## config.mk

```make
export PLATFORM = sky130hd
export DESIGN_NAME = base26_byte_encoder
export DESIGN_NICKNAME = d
export VERILOG_FILES = /design/src/sv/b26e_pkg.sv /design/src/sv/b26e_ram.sv /design/src/sv/b26e_len.sv /design/src/sv/base26_byte_encoder.sv
export SDC_FILE = /design/constraint.sdc
export NUM_CORES = 1
export LEC_CHECK = 0
export ABC_AREA = 1
export BUFFER_PORTS_ARGS = -buffer_cell sky130_fd_sc_hd__buf_2
export CORE_UTILIZATION = 43
export DETAILED_ROUTE_END_ITERATION = 12
export PLACE_DENSITY = 0.55
export SYNTH_ARGS = -nofsm -noshare
export SYNTH_HDL_FRONTEND = slang
export SYNTH_SLANG_ARGS = --single-unit
```

## constraint.sdc

```tcl
create_clock -name clk -period 6.35 [get_ports clk]
set_input_delay 1.27 -clock clk [delete_from_list [all_inputs] [get_ports clk]]
set_output_delay 1.27 -clock clk [all_outputs]
set_load 0.005 [all_outputs]
```

## src/sv/b26e_pkg.sv

```systemverilog
// Shared types, constants and the base-26 divide step for the encoder.
`timescale 1ns / 1ps
`default_nettype none
package b26e_pkg;

  localparam int unsigned RADIX       = 26;
  localparam int unsigned LETTER_BASE = 65;
  localparam int unsigned LEN_MUL     = 851;
  localparam int unsigned LEN_ADD     = 499;
  localparam int unsigned LEN_DIV     = 500;
  localparam int unsigned REM_W       = 5;
  localparam int unsigned FRAC_W      = 9;

  // Control from the sequencer to the digit-count tracker.
  typedef struct packed {
    logic add;   // one byte stored
    logic dec;   // one letter sent
    logic clr;   // message done
  } len_ctl_t;

  typedef struct packed {
    logic [7:0]       quo;
    logic [REM_W-1:0] rem;
  } div_res_t;

  // One byte digit of long division by 26: (rem*256 + b) / 26, rem < 26.
  function automatic div_res_t div26(input logic [REM_W-1:0] rem_in,
                                     input logic [7:0] b);
    div_res_t         res;
    logic [REM_W-1:0] r;
    logic [REM_W:0]   t;
    r = rem_in;
    res.quo = '0;
    for (int i = 7; i >= 0; i--) begin
      t = {r, b[i]};
      if (t >= (REM_W+1)'(RADIX)) begin
        res.quo[i] = 1'b1;
        r = REM_W'(t - (REM_W+1)'(RADIX));
      end else begin
        r = t[REM_W-1:0];
      end
    end
    res.rem = r;
    return res;
  endfunction

endpackage
`default_nettype wire

```

## src/sv/b26e_ram.sv

```systemverilog
// Generic single-write, single-read RAM with registered read data.
`timescale 1ns / 1ps
`default_nettype none
module b26e_ram #(
  parameter int WIDTH = 8,
  parameter int DEPTH = 32,
  parameter int AW    = (DEPTH > 1) ? $clog2(DEPTH) : 1
) (
  input  wire logic             clk,
  input  wire logic             we,
  input  wire logic [AW-1:0]    waddr,
  input  wire logic [WIDTH-1:0] wdata,
  input  wire logic [AW-1:0]    raddr,
  output logic      [WIDTH-1:0] rdata_r
);

  logic [WIDTH-1:0] mem [DEPTH];

  // Write port and registered read port
  always_ff @(posedge clk) begin
    if (we) begin
      mem[waddr] <= wdata;
    end
    rdata_r <= mem[raddr];
  end

endmodule
`default_nettype wire

```

## src/sv/b26e_len.sv

```systemverilog
// Letter-count tracker: accumulates ceil-style (n*851+499)/500 as bytes arrive.
`timescale 1ns / 1ps
`default_nettype none
module b26e_len
  import b26e_pkg::*;
#(
  parameter int DIG_W = 6
) (
  input  wire logic             clk,
  input  wire logic             rst_n,
  input  wire len_ctl_t         ctl,
  output logic      [DIG_W-1:0] dig_r
);

  localparam int unsigned STEP = LEN_MUL - LEN_DIV;  // 351

  logic [FRAC_W-1:0] frac_r, frac_nxt;
  logic [DIG_W-1:0]  dig_nxt;
  logic [FRAC_W:0]   sum;

  // Each byte adds 851/500 = 1 + 351/500 letters; the fraction starts at 499
  always_comb begin
    sum      = (FRAC_W+1)'(frac_r) + (FRAC_W+1)'(STEP);
    frac_nxt = frac_r;
    dig_nxt  = dig_r;
    if (ctl.clr) begin
      frac_nxt = FRAC_W'(LEN_ADD);
      dig_nxt  = '0;
    end else if (ctl.add) begin
      if (sum >= (FRAC_W+1)'(LEN_DIV)) begin
        frac_nxt = FRAC_W'(sum - (FRAC_W+1)'(LEN_DIV));
        dig_nxt  = dig_r + DIG_W'(2);
      end else begin
        frac_nxt = sum[FRAC_W-1:0];
        dig_nxt  = dig_r + DIG_W'(1);
      end
    end else if (ctl.dec) begin
      dig_nxt = dig_r - DIG_W'(1);
    end
  end

  always_ff @(posedge clk) begin
    if (!rst_n) begin
      frac_r <= FRAC_W'(LEN_ADD);
      dig_r  <= '0;
    end else begin
      frac_r <= frac_nxt;
      dig_r  <= dig_nxt;
    end
  end

endmodule
`default_nettype wire

```

## src/sv/base26_byte_encoder.sv

```systemverilog
// Top level of the base-26 byte encoder: load sequencer and division passes.
//
// Usage: bytes of a message enter least significant first on in_data_byte,
// one byte per cycle, accepted on a rising edge with start high and busy low.
// in_last_byte marks the final byte. Bytes beyond MAX_BYTES are dropped, but
// a dropped last byte still ends the message.
// After the last byte, busy rises and the block emits (n*851+499)/500 letters
// 'A'..'Z', least significant base-26 digit first. Each letter is shown for
// one cycle with out_valid high; out_last_letter marks the final one.
// Each letter costs one long-division pass over the n stored bytes in the
// byte RAM, one byte per cycle through its single read port: n reads, a
// drain of the registered read data, then the letter's output cycle. The first
// letter is shown once the first pass ends; busy falls on the edge that ends
// the last letter's cycle.
// The receiver cannot stall; letters are sent on fixed cycles.
// Reset (rst_n low, synchronous) empties the message and returns to idle;
// RAM contents need no clearing since only bytes of the current message
// are read.
`timescale 1ns / 1ps
`default_nettype none
module base26_byte_encoder
  import b26e_pkg::*;
#(
  parameter int MAX_BYTES = 32
) (
  input  wire logic       clk,
  input  wire logic       rst_n,
  input  wire logic       start,
  output logic            busy,
  input  wire logic [7:0] in_data_byte,
  input  wire logic       in_last_byte,
  output logic            out_valid,
  output logic [6:0]      out_letter,
  output logic            out_last_letter
);

  localparam int AW      = (MAX_BYTES > 1) ? $clog2(MAX_BYTES) : 1;
  localparam int CNT_W   = $clog2(MAX_BYTES + 1);
  localparam int MAX_DIG = (MAX_BYTES * LEN_MUL + LEN_ADD) / LEN_DIV;
  localparam int DIG_W   = $clog2(MAX_DIG + 1);

  localparam logic [1:0] S_IDLE = 2'd0;
  localparam logic [1:0] S_PASS = 2'd1;
  localparam logic [1:0] S_EMIT = 2'd2;

  logic [1:0]       state_r, state_nxt;
  logic [CNT_W-1:0] cnt_r, cnt_nxt;
  logic [AW-1:0]    rd_idx_r, rd_idx_nxt;
  logic [AW-1:0]    wr_idx_r, wr_idx_nxt;
  logic             issue_r, issue_nxt;
  logic             pv_r, pv_nxt;
  logic [REM_W-1:0] rem_r, rem_nxt;

  logic             accept;
  logic             room;
  logic             ram_we;
  logic [AW-1:0]    ram_waddr;
  logic [7:0]       ram_wdata;
  logic [7:0]       ram_rdata;
  div_res_t         div;
  len_ctl_t         len_ctl;
  logic [DIG_W-1:0] dig_left;
  logic             final_letter;

  assign busy         = (state_r != S_IDLE);
  assign accept       = start && !busy;
  assign room         = (cnt_r < CNT_W'(MAX_BYTES));
  assign div          = div26(rem_r, ram_rdata);
  assign final_letter = (dig_left == DIG_W'(1));

  // Byte store: loads in idle, quotient write-back during a pass
  assign ram_we    = (accept && room) || pv_r;
  assign ram_waddr = pv_r ? wr_idx_r : cnt_r[AW-1:0];
  assign ram_wdata = pv_r ? div.quo : in_data_byte;

  b26e_ram #(
    .WIDTH (8),
    .DEPTH (MAX_BYTES),
    .AW    (AW)
  ) u_ram (
    .clk     (clk),
    .we      (ram_we),
    .waddr   (ram_waddr),
    .wdata   (ram_wdata),
    .raddr   (rd_idx_r),
    .rdata_r (ram_rdata)
  );

  b26e_len #(
    .DIG_W (DIG_W)
  ) u_len (
    .clk   (clk),
    .rst_n (rst_n),
    .ctl   (len_ctl),
    .dig_r (dig_left)
  );

  // Sequencer
  always_comb begin
    state_nxt  = state_r;
    cnt_nxt    = cnt_r;
    rd_idx_nxt = rd_idx_r;
    wr_idx_nxt = wr_idx_r;
    issue_nxt  = 1'b0;
    pv_nxt     = 1'b0;
    rem_nxt    = rem_r;
    len_ctl    = '0;
    unique case (state_r)
      S_IDLE: begin
        if (accept) begin
          if (room) begin
            cnt_nxt     = cnt_r + CNT_W'(1);
            len_ctl.add = 1'b1;
          end
          if (in_last_byte) begin
            state_nxt  = S_PASS;
            issue_nxt  = 1'b1;
            rem_nxt    = '0;
            rd_idx_nxt = room ? cnt_r[AW-1:0] : AW'(MAX_BYTES - 1);
          end
        end
      end
      S_PASS: begin
        // read side: walk from the top byte down
        if (issue_r) begin
          pv_nxt     = 1'b1;
          wr_idx_nxt = rd_idx_r;
          if (rd_idx_r != '0) begin
            rd_idx_nxt = rd_idx_r - AW'(1);
            issue_nxt  = 1'b1;
          end
        end
        // divide side: one byte digit per cycle
        if (pv_r) begin
          rem_nxt = div.rem;
          if (wr_idx_r == '0) begin
            state_nxt = S_EMIT;
          end
        end
      end
      S_EMIT: begin
        if (final_letter) begin
          state_nxt   = S_IDLE;
          cnt_nxt     = '0;
          len_ctl.clr = 1'b1;
        end else begin
          state_nxt   = S_PASS;
          len_ctl.dec = 1'b1;
          issue_nxt   = 1'b1;
          rem_nxt     = '0;
          rd_idx_nxt  = AW'(cnt_r - CNT_W'(1));
        end
      end
      default: begin
        state_nxt = S_IDLE;
      end
    endcase
  end

  always_ff @(posedge clk) begin
    if (!rst_n) begin
      state_r <= S_IDLE;
      cnt_r   <= '0;
      issue_r <= 1'b0;
      pv_r    <= 1'b0;
    end else begin
      state_r <= state_nxt;
      cnt_r   <= cnt_nxt;
      issue_r <= issue_nxt;
      pv_r    <= pv_nxt;
    end
  end

  // Pass payload registers
  always_ff @(posedge clk) begin
    rd_idx_r <= rd_idx_nxt;
    wr_idx_r <= wr_idx_nxt;
    rem_r    <= rem_nxt;
  end

  // Letter output
  assign out_valid       = (state_r == S_EMIT);
  assign out_letter      = 7'(rem_r) + 7'(LETTER_BASE);
  assign out_last_letter = final_letter;

endmodule
`default_nettype wire

```

# Yosys cells after proc, flatten, opt, wreduce, memory -nomap -nowiden
# Memories as Yosys holds them, arrays and structs flattened. A register that Yosys moved wholly into a read port is not among the register bits.
# Cells that the tools add are included.
[totals]
memories = 1
register_bits = 40
in_bits = 12
ramBits = 256
[mem_list]
columns = ["memory", "depth", "width", "read_ports", "rd_ports_with_merged_regs", "wr", "line", "text"]
rows = [
  ["u_ram.mem", 32, 8, 1, 1, 1, "b26e_ram.sv:17", "logic [WIDTH-1:0] mem [DEPTH];"],
]
[op_classes]
magnitude_cmp = 10
eq_ne = 12
n_bitwise = 1
n_addsub = 17
mux = 58
n_reduce_logical = 18
[op_table]
columns = ["operator", "count"]
rows = [
  ["5-bit two-way mux", 19],
  ["6-bit by 5-bit greater-or-equal comparator with 1-bit output, second input constant", 8],
  ["5-bit subtractor, second input constant", 8],
  ["6-bit two-way mux", 6],
  ["5-bit one-hot mux with 3 select lines", 2],
  ["1-bit two-way mux", 21],
  ["2-bit != test, second input constant", 8],
  ["6-bit by 1-bit adder with 6-bit output, second input constant", 2],
  ["6-bit one-hot mux with 2 select lines", 1],
  ["9-bit by 9-bit adder with 10-bit output, second input constant", 1],
  ["10-bit by 9-bit greater-or-equal comparator with 1-bit output, second input constant", 1],
  ["2-bit two-way mux", 5],
  ["5-bit by 1-bit subtractor with 5-bit output, second input constant", 2],
  ["9-bit two-way mux", 1],
  ["9-bit subtractor, second input constant", 1],
  ["8-bit two-way mux", 1],
  ["4-bit AND reduction", 2],
  ["5-bit by 7-bit adder with 7-bit output, second input constant", 1],
  ["6-bit by 2-bit adder with 6-bit output, second input constant", 1],
  ["6-bit by 1-bit == test with 1-bit output, second input constant", 1],
  ["6-bit < comparator, second input constant", 1],
  ["2-bit one-hot mux with 3 select lines", 1],
  ["6-bit AND reduction", 1],
  ["2-bit nonzero test", 3],
  ["other kinds (16)", 18],
]

# Depth between registers and ports, before layout
# Gate-level depths: netlist of run 1.
[logic_depth]
ltp_word = 18
depth_mapped = 43

# Hierarchy
# Synthesis of run 1 repeated with hierarchy kept, for this count alone.
[unflattened]
cells_unflattened = 1521
area_unflattened_um2 = 14826.7
[by_module_without_submodules]
columns = ["mod", "cells_per_inst", "instances", "area_each_um2"]
rows = [
  ["b26e_ram", 922, 1, 10786.6],
  ["base26_byte_encoder", 389, 1, 2722.6],
  ["b26e_len", 210, 1, 1317.5],
]

# Worst setup path before layout of run 1
# Ideal clock, no wire load.
[synth_path]
path_kind = "register to register"
start = "register rem_r[0]"
end = "memory u_ram.mem[0][0], data pin"
arrival_ns = 4.613
n_path_buf = 0
stages_incl_launch_ff = 33
setup_time_ns = 0.398
path_slack_ns = 1.340
synth_period_minus_slack_ns = 5.010
cell_sequence = "edfxtp_1 > inv_1 > ha_1 > xor2_1 > nand2_4 > nand2_4 > inv_4 > nand3_2 > nand2_2 > nand2_2 > nand3_2 > nand2_4 > o21bai_4 > nand2_1 > nand2_2 > nor2_2 > nand2_2 > nand2_2 > nand3_1 > nand2_4 > nand3_4 > nand2_4 > xor2_2 > ha_1 > xnor2_1 > nand2_1 > nand2_1 > nor2_4 > nand2_4 > inv_1 > nor2_1 > inv_1 > a31oi_1"
[synth_via]
elab_chain_len = 17
[synth_lines]
columns = ["item", "line", "text"]
rows = [
  ["start, declared", "base26_byte_encoder.sv:52", "logic [REM_W-1:0] rem_r, rem_nxt;"],
  ["start signal, assigned", "base26_byte_encoder.sv:178", "rem_r <= rem_nxt;"],
  ["5-bit subtractor or 6-bit by 5-bit greater-or-equal comparator with 1-bit output (tied branches)", "b26e_pkg.sv:38, b26e_pkg.sv:36", ""],
  ["5-bit two-way mux *", "b26e_pkg.sv:36", "if (t >= (REM_W+1)'(RADIX)) begin"],
  ["5-bit subtractor or 6-bit by 5-bit greater-or-equal comparator with 1-bit output (tied branches)", "b26e_pkg.sv:38, b26e_pkg.sv:36", ""],
  ["5-bit two-way mux *", "b26e_pkg.sv:36", ""],
  ["5-bit subtractor or 6-bit by 5-bit greater-or-equal comparator with 1-bit output (tied branches)", "b26e_pkg.sv:38, b26e_pkg.sv:36", ""],
  ["5-bit two-way mux *", "b26e_pkg.sv:36", ""],
  ["5-bit subtractor or 6-bit by 5-bit greater-or-equal comparator with 1-bit output (tied branches)", "b26e_pkg.sv:38, b26e_pkg.sv:36", ""],
  ["5-bit two-way mux *", "b26e_pkg.sv:36", ""],
  ["[2 not listed]", "-", ""],
  ["5-bit subtractor or 6-bit by 5-bit greater-or-equal comparator with 1-bit output (tied branches)", "b26e_pkg.sv:38, b26e_pkg.sv:36", ""],
  ["5-bit two-way mux *", "b26e_pkg.sv:36", ""],
  ["5-bit subtractor or 6-bit by 5-bit greater-or-equal comparator with 1-bit output (tied branches)", "b26e_pkg.sv:38, b26e_pkg.sv:36", ""],
  ["5-bit two-way mux *", "b26e_pkg.sv:36", ""],
  ["6-bit by 5-bit greater-or-equal comparator with 1-bit output *", "b26e_pkg.sv:36", ""],
  ["1-bit two-way mux *", "b26e_pkg.sv:36", ""],
  ["8-bit two-way mux *", "base26_byte_encoder.sv:74", "assign ram_wdata = pv_r ? div.quo : in_data_byte;"],
  ["via ram_wdata[0]", "base26_byte_encoder.sv:58", "logic [7:0] ram_wdata;"],
  ["end, declared", "b26e_ram.sv:17", ""],
]
# The timed path passes the listed nets; every way through them passes the cells marked *.

# Final worst setup path of run 1
[layout_path]
start = "register rem_r[0]"
end = "memory u_ram.mem[3][1], data pin"
[layout_via]
elab_chain_len = 15
[layout_lines]
columns = ["item", "line"]
rows = [
  ["5-bit subtractor or 6-bit by 5-bit greater-or-equal comparator with 1-bit output (tied branches)", "b26e_pkg.sv:38, b26e_pkg.sv:36"],
  ["5-bit two-way mux *", "b26e_pkg.sv:36"],
  ["5-bit subtractor or 6-bit by 5-bit greater-or-equal comparator with 1-bit output (tied branches)", "b26e_pkg.sv:38, b26e_pkg.sv:36"],
  ["5-bit two-way mux *", "b26e_pkg.sv:36"],
  ["5-bit subtractor or 6-bit by 5-bit greater-or-equal comparator with 1-bit output (tied branches)", "b26e_pkg.sv:38, b26e_pkg.sv:36"],
  ["5-bit two-way mux *", "b26e_pkg.sv:36"],
  ["5-bit subtractor or 6-bit by 5-bit greater-or-equal comparator with 1-bit output (tied branches)", "b26e_pkg.sv:38, b26e_pkg.sv:36"],
  ["5-bit two-way mux *", "b26e_pkg.sv:36"],
  ["6-bit by 5-bit greater-or-equal comparator with 1-bit output or 5-bit subtractor (tied branches)", "b26e_pkg.sv:36, b26e_pkg.sv:38"],
  ["5-bit two-way mux *", "b26e_pkg.sv:36"],
  ["5-bit subtractor or 6-bit by 5-bit greater-or-equal comparator with 1-bit output (tied branches)", "b26e_pkg.sv:38, b26e_pkg.sv:36"],
  ["5-bit two-way mux *", "b26e_pkg.sv:36"],
  ["6-bit by 5-bit greater-or-equal comparator with 1-bit output *", "b26e_pkg.sv:36"],
  ["1-bit two-way mux *", "b26e_pkg.sv:36"],
  ["8-bit two-way mux *", "base26_byte_encoder.sv:74"],
  ["via ram_wdata[1]", "base26_byte_encoder.sv:58"],
]
# Marked as above.

==> results of run 1 <==
area by class of cell:
class | count | area share
flip-flops and latches | 304 | 0.564
multi-input cells | 843 | 0.294
repair buffers | 39 | 0.0156
clock buffers | 43 | 0.0594
clock inverters | 18 | 0.00650
inverters | 104 | 0.0253
well taps | 435 | 0.0349
cell families after synthesis:
logic type | after synthesis
adder cells (fa/ha/maj) | 20
flip-flops | 304
buffers and inverters | 161
AND/OR/NAND/NOR | 503
AO/OA/AOI/OAI | 299
XOR/XNOR | 20
other | 1
final timing paths:
| path | startpoint | to |
|---|---|---|
| worst min-delay path | u_len.dig_r[5]$_SDFFE_PP0P_ | u_len.dig_r[5]$_SDFFE_PP0P_ |
| worst max-delay path | rem_r[0]$_SDFFCE_PP0P_ | u_ram.mem[3][1]$_DFFE_PP_ |
| worst max register to register | rem_r[0]$_SDFFCE_PP0P_ | u_ram.mem[3][1]$_DFFE_PP_ |
| worst min register to register | u_len.dig_r[5]$_SDFFE_PP0P_ | u_len.dig_r[5]$_SDFFE_PP0P_ |
synth_stat cells, types with 2 or more instances:
cell,number,area share
nand3_4,2,0.0025
or3_1,2,0.00090
or2_1,2,0.00090
nand3_1,67,0.024
o2111ai_1,2,0.0013
inv_2,8,0.0021
nor3_1,8,0.0029
o221ai_1,27,0.017
or2_2,4,0.0018
xor2_1,12,0.0075
nor3b_1,2,0.0011
a21oi_1,29,0.010
nand2_1,143,0.038
nor2_2,4,0.0018
dfxtp_1,33,0.047
nand3_2,8,0.0057
o22ai_1,37,0.017
a211oi_1,2,0.0011
clkinv_1,2,0.00054
nor2_4,2,0.0016
o21ai_1,2,0.00072
clkbuf_1,53,0.014
nand2_4,19,0.015
ha_1,20,0.018
o211ai_1,13,0.0070
edfxtp_1,271,0.58
inv_1,93,0.025
buf_1,2,0.00054
o21ai_0,169,0.061
nor2_1,200,0.054
a21boi_0,2,0.0011
nand4_1,14,0.0063
nand2_2,23,0.010
a31oi_1,9,0.0040
xnor2_1,7,0.0044
stage by stage:
stage               instance area [sq um]  instances  hold WS [ps]
finish                              15600       1786           453
global route                        15600       1786           488
CTS                                 15600       1786           451
detailed placement                  14600       1725           442
global placement                    14600       1725           442
floorplan                           14000       1308           422
routing by layer:
metal | share of wire | up-vias
li1 | - | 4680
met1 | 0.47 | 4705
met2 | 0.46 | 253
met3 | 0.057 | 55
met4 | 0.022 | 0
met5 | 0 | -
state kept, by name (all words and copies together) (netlist names):
signal and count:
u_ram.mem 256, pv_r 1, u_len.frac_r 9, state_r 2
rd_idx_r 5, cnt_r 6, issue_r 1, u_len.dig_r 6
rem_r 5, u_ram.rdata_r 8, wr_idx_r 5
==> run metrics, run 1 <==
status=finished, final reports clean; first-pass GRT wire length=53400 microns; CTS root buf=clkbuf_16; CP required=6680 ps; met1 Track Usage GR=0.296; Worst path most repeated cell=nand2_4; largest net degree at the start of global routing=96; Final Max Tran Viols=0; worst-case clock buffer depth=3; Global Route Usage Sum=0.208; Synth Area in Adders=0.0179; starting density of the core=0.439; startpoint type of the worst setup path=flop; Ant. Diodes=0; Top delay family on crit path=simple AND/OR/NAND/NOR gates; CTS H-tree depth=2; critical path's largest stage delay=780 ps; post-cts resize count=0; Seq cells post-synth=304; compound-cell area share of the yosys netlist=0.125; syn_nets=1340; TritonCTS clock tree=yes; initial DRC count=751; mux contribution to synthesized area=0; post-CTS setup buffer count=0; Final GP Congestion=0.833; Num CTS Buffers=34; crit path kind=reg -> reg; Final Setup Violations=0; # rows=65; Register-to-Register Path Depth=29; Hold Crit Class=reg -> reg; Buf/Inv on CP=3; Mapped Avg Cell Area=10.7 sq um; DR pass1 iterations=7; post-synth cell types=50; synthesized area=14000 sq um; commonest non-fill, non-tap cell in the layout=edfxtp_1; Min Clock Period, post-route=4980 ps; clock sinks=304; core area=31800 sq um; Synth Flop Type=edfxtp_1; post-DR vias/cell=5.43; Multi-input gate area=4590 sq um; FILL cells=2898; Ys Warns=0; Total Neg Setup Slack=0 ps; Layout Utilization=0.491; gr ovfl total=0; share of post-route cells with drive strength above 1=0.130; clk_lat worst skew=510 ps; number of synthesized flops with an enable pin=271; Clock Skew=16.1 ps; Slew @ Worst Pin=1080 ps; Final Hold Violating Endpoints=0; die area=33200 sq um; Worst Setup End Kind=flop; Top Usage Layer GRT=met2; grt met3 use=0.0329; largest family of logic cells by synthesized area=simple AND/OR/NAND/NOR gates; post-DP HPWL=20700 microns; asr flop ratio synth=0; Routed WL=34000 microns; RSZ-0062 raised after global routing=false; PnR worst setup slack=1370 ps; Synth Area in Simple Gates=0.170; Cells after Synth=1308; grt met2 use=0.331; Layout area overhead=11.7%; flop2flop setup slack=1370 ps; most frequent cells in the layout=edfxtp_1 (271), nor2_1 (200), o21ai_0 (167); Hold Buf Count CTS=0; DRC viols=0; nets@finish=1358; dpl ws=1350 ps; Post-Synth XOR/XNOR Area=0.0131; WL per Instance=19.0 microns; Max-Cap Viols=0; I/O pins=22; Sequential cell area=8800 sq um; fin crit share=0.785; register area share after synthesis=0.630; Stages on worst setup path=29; die width=182 microns; Achievable Freq=0.201 GHz; CP arrival=5310 ps; worst-path fanout max=17; Port Buffers=20; Detail Route Antenna Nets=0; slew margin rel.=0.277; chip height=182 microns; vias in the first global route=9251; CTS clk-pin slew, worst paths=60 ps; initial antenna violation count=0; hold path cells=1; Critical Path Slowest Stage Cell=a31oi_2; total number of vias=9693
Power of run 1 is not shown: default switching activity piles up to over one toggle a cycle in this logic, so the estimate is an artifact.
==> inputs of run 2 (changes only) <==
clock period = 4.6 ns   (was 6.35 ns; I/O delays follow)
==> run 2 against run 1 <==
  * Clock-buffer cell count shrank 7
  * Die area unchanged
  * Fmax is 9.1% higher
  * Critical path type unchanged
  * Worst setup slack got worse by 1300 ps
  * Worst hold slack better by 4.4 ps
  * Via count grew 1.6%
  * Highest routed layer unchanged
==> run metrics, run 2 (synthesized netlist as in run 1, its figures left out) <==
status=finished, final reports clean; DR pass1 iterations=5 (-2); share of post-route cells with drive strength above 1=0.172 (+0.0423); CTS H-tree depth=1 (-1); Ant. Diodes=0 (unchanged); Min Clock Period, post-route=4570 ps (-417 ps); Placed Cells=1730 (+0.29%); post-DP HPWL=21100 microns (+1.7%); most frequent cells in the layout=edfxtp_1 (271), nor2_1 (199), o21ai_0 (167); Layout Utilization=0.513 (+0.0223); Hold Buf Count CTS=0 (unchanged); first-pass GRT wire length=52900 microns (-0.93%); Num CTS Buffers=31 (-8.8%); CTS root buf=clkbuf_16; Port Buffers=20 (unchanged); Layout area overhead=16.7%; Routed WL=34500 microns (+1.5%); Critical Path Slowest Stage Cell=edfxtp_1; startpoint type of the worst setup path=flop; Final Hold Violating Endpoints=0 (unchanged); worst-path fanout max=8 (-9); Final GP Congestion=0.854 (+2.6%); CP required=5030 ps (-1650 ps); dpl ws=95.6 ps (-1260 ps); Max-Cap Viols=0 (unchanged); initial antenna violation count=1 (+1); RSZ-0062 raised after global routing=true; I/O pins=22 (unchanged); max FFs per register=256 (unchanged); Worst path most repeated cell=nand2_4; vias in the first global route=9333 (+0.89%); chip height=182 microns (unchanged); Slew @ Worst Pin=956 ps (-124 ps); initial DRC count=883 (+18%); die width=182 microns (unchanged); worst-case clock buffer depth=3 (unchanged); Clock Skew=10.8 ps (-5.23 ps); crit path kind=reg -> reg; WL per Instance=19.0 microns (-0.36%); Final Max Tran Viols=0 (unchanged); nets@finish=1392 (+2.5%); Global Route Usage Sum=0.207 (-0.00183); CP arrival=5000 ps (-310 ps); slew margin rel.=0.362 (+0.0849); Final Non-Filler Cells=1820 (+1.9%); Largest Register=u_ram.mem; Achievable Freq=0.219 GHz (+9.1%); starting density of the core=0.439 (unchanged); die area=33200 sq um (unchanged); critical path's largest stage delay=480 ps (-300 ps); clock sinks=304 (unchanged); total number of vias=9846 (+1.6%); clk_lat worst skew=560 ps (+50 ps); largest net degree at the start of global routing=80 (-17%); Final Setup Violations=0 (unchanged); top flop regs=u_ram.mem x256, u_len.frac_r x9, u_ram.rdata_r x8; worst hold margin=457 ps (+4.44 ps); PnR worst setup slack=32.6 ps (-1330 ps); Worst Setup End Kind=flop; fin crit share=0.993 (+0.208); Hold Crit Class=reg -> reg; CTS clk-pin slew, worst paths=60 ps (about the same); post-DR vias/cell=5.41 (-0.32%); # rows=65 (unchanged); commonest non-fill, non-tap cell in the layout=edfxtp_1; DRC viols=0 (unchanged); Detail Route Antenna Nets=0 (unchanged); core area=31800 sq um (unchanged); gr ovfl total=0 (unchanged); TritonCTS clock tree=yes
run 2: layout make-up:
class | instances | area (sq um)
clock inverter | 22 | 239
tap | 435 | 544
fill | 2874 | 15500
sequential | 304 | 8800
timing repair buffer | 76 | 604
clock buffer | 36 | 795
inverter | 104 | 398
multi-input combinational | 843 | 4930
run 2: timing repair:
action	4_1_cts	5_1_grt
resized for setup	0	67
buffers inserted	0	29
setup endpoints to repair	0	57
run 2: per-stage QoR:
step	TNS [ps]	instance area (sq um)
finish	0	16300
global route	-8280	16300
CTS	0	15700
detailed placement	0	14600
global placement	0	14600
floorplan	0	14000
run 2: layer usage:
metal,wire length (microns),track usage,up-vias
li1,-,-,4750
met1,15500,0.291,4824
met2,16400,0.335,222
met3,1860,0.0273,50
met4,734,0.0575,0
met5,0,0,-
run 2: worst paths after layout:
check,startpoint,to,slack (ps),cells after the start
worst min-delay path,issue_r$_SDFF_PN0_,pv_r$_SDFF_PN0_,460,2
worst max register to register,rem_r[2]$_SDFFCE_PP0P_,u_ram.mem[15][0]$_DFFE_PP_,30,36
worst max-delay path,rem_r[2]$_SDFFCE_PP0P_,u_ram.mem[15][0]$_DFFE_PP_,30,36
worst min register to register,issue_r$_SDFF_PN0_,pv_r$_SDFF_PN0_,460,2
run 2: worst max-delay path, delay by kind of cell (launching register included):
family	cells	cell delay, ps
simple gates	26	2300
buf+inv	4	610
compound gates	3	570
flops	1	480
xor+xnor	2	300
fa+ha+maj	1	150
Power of run 2 is left out for the same reason.
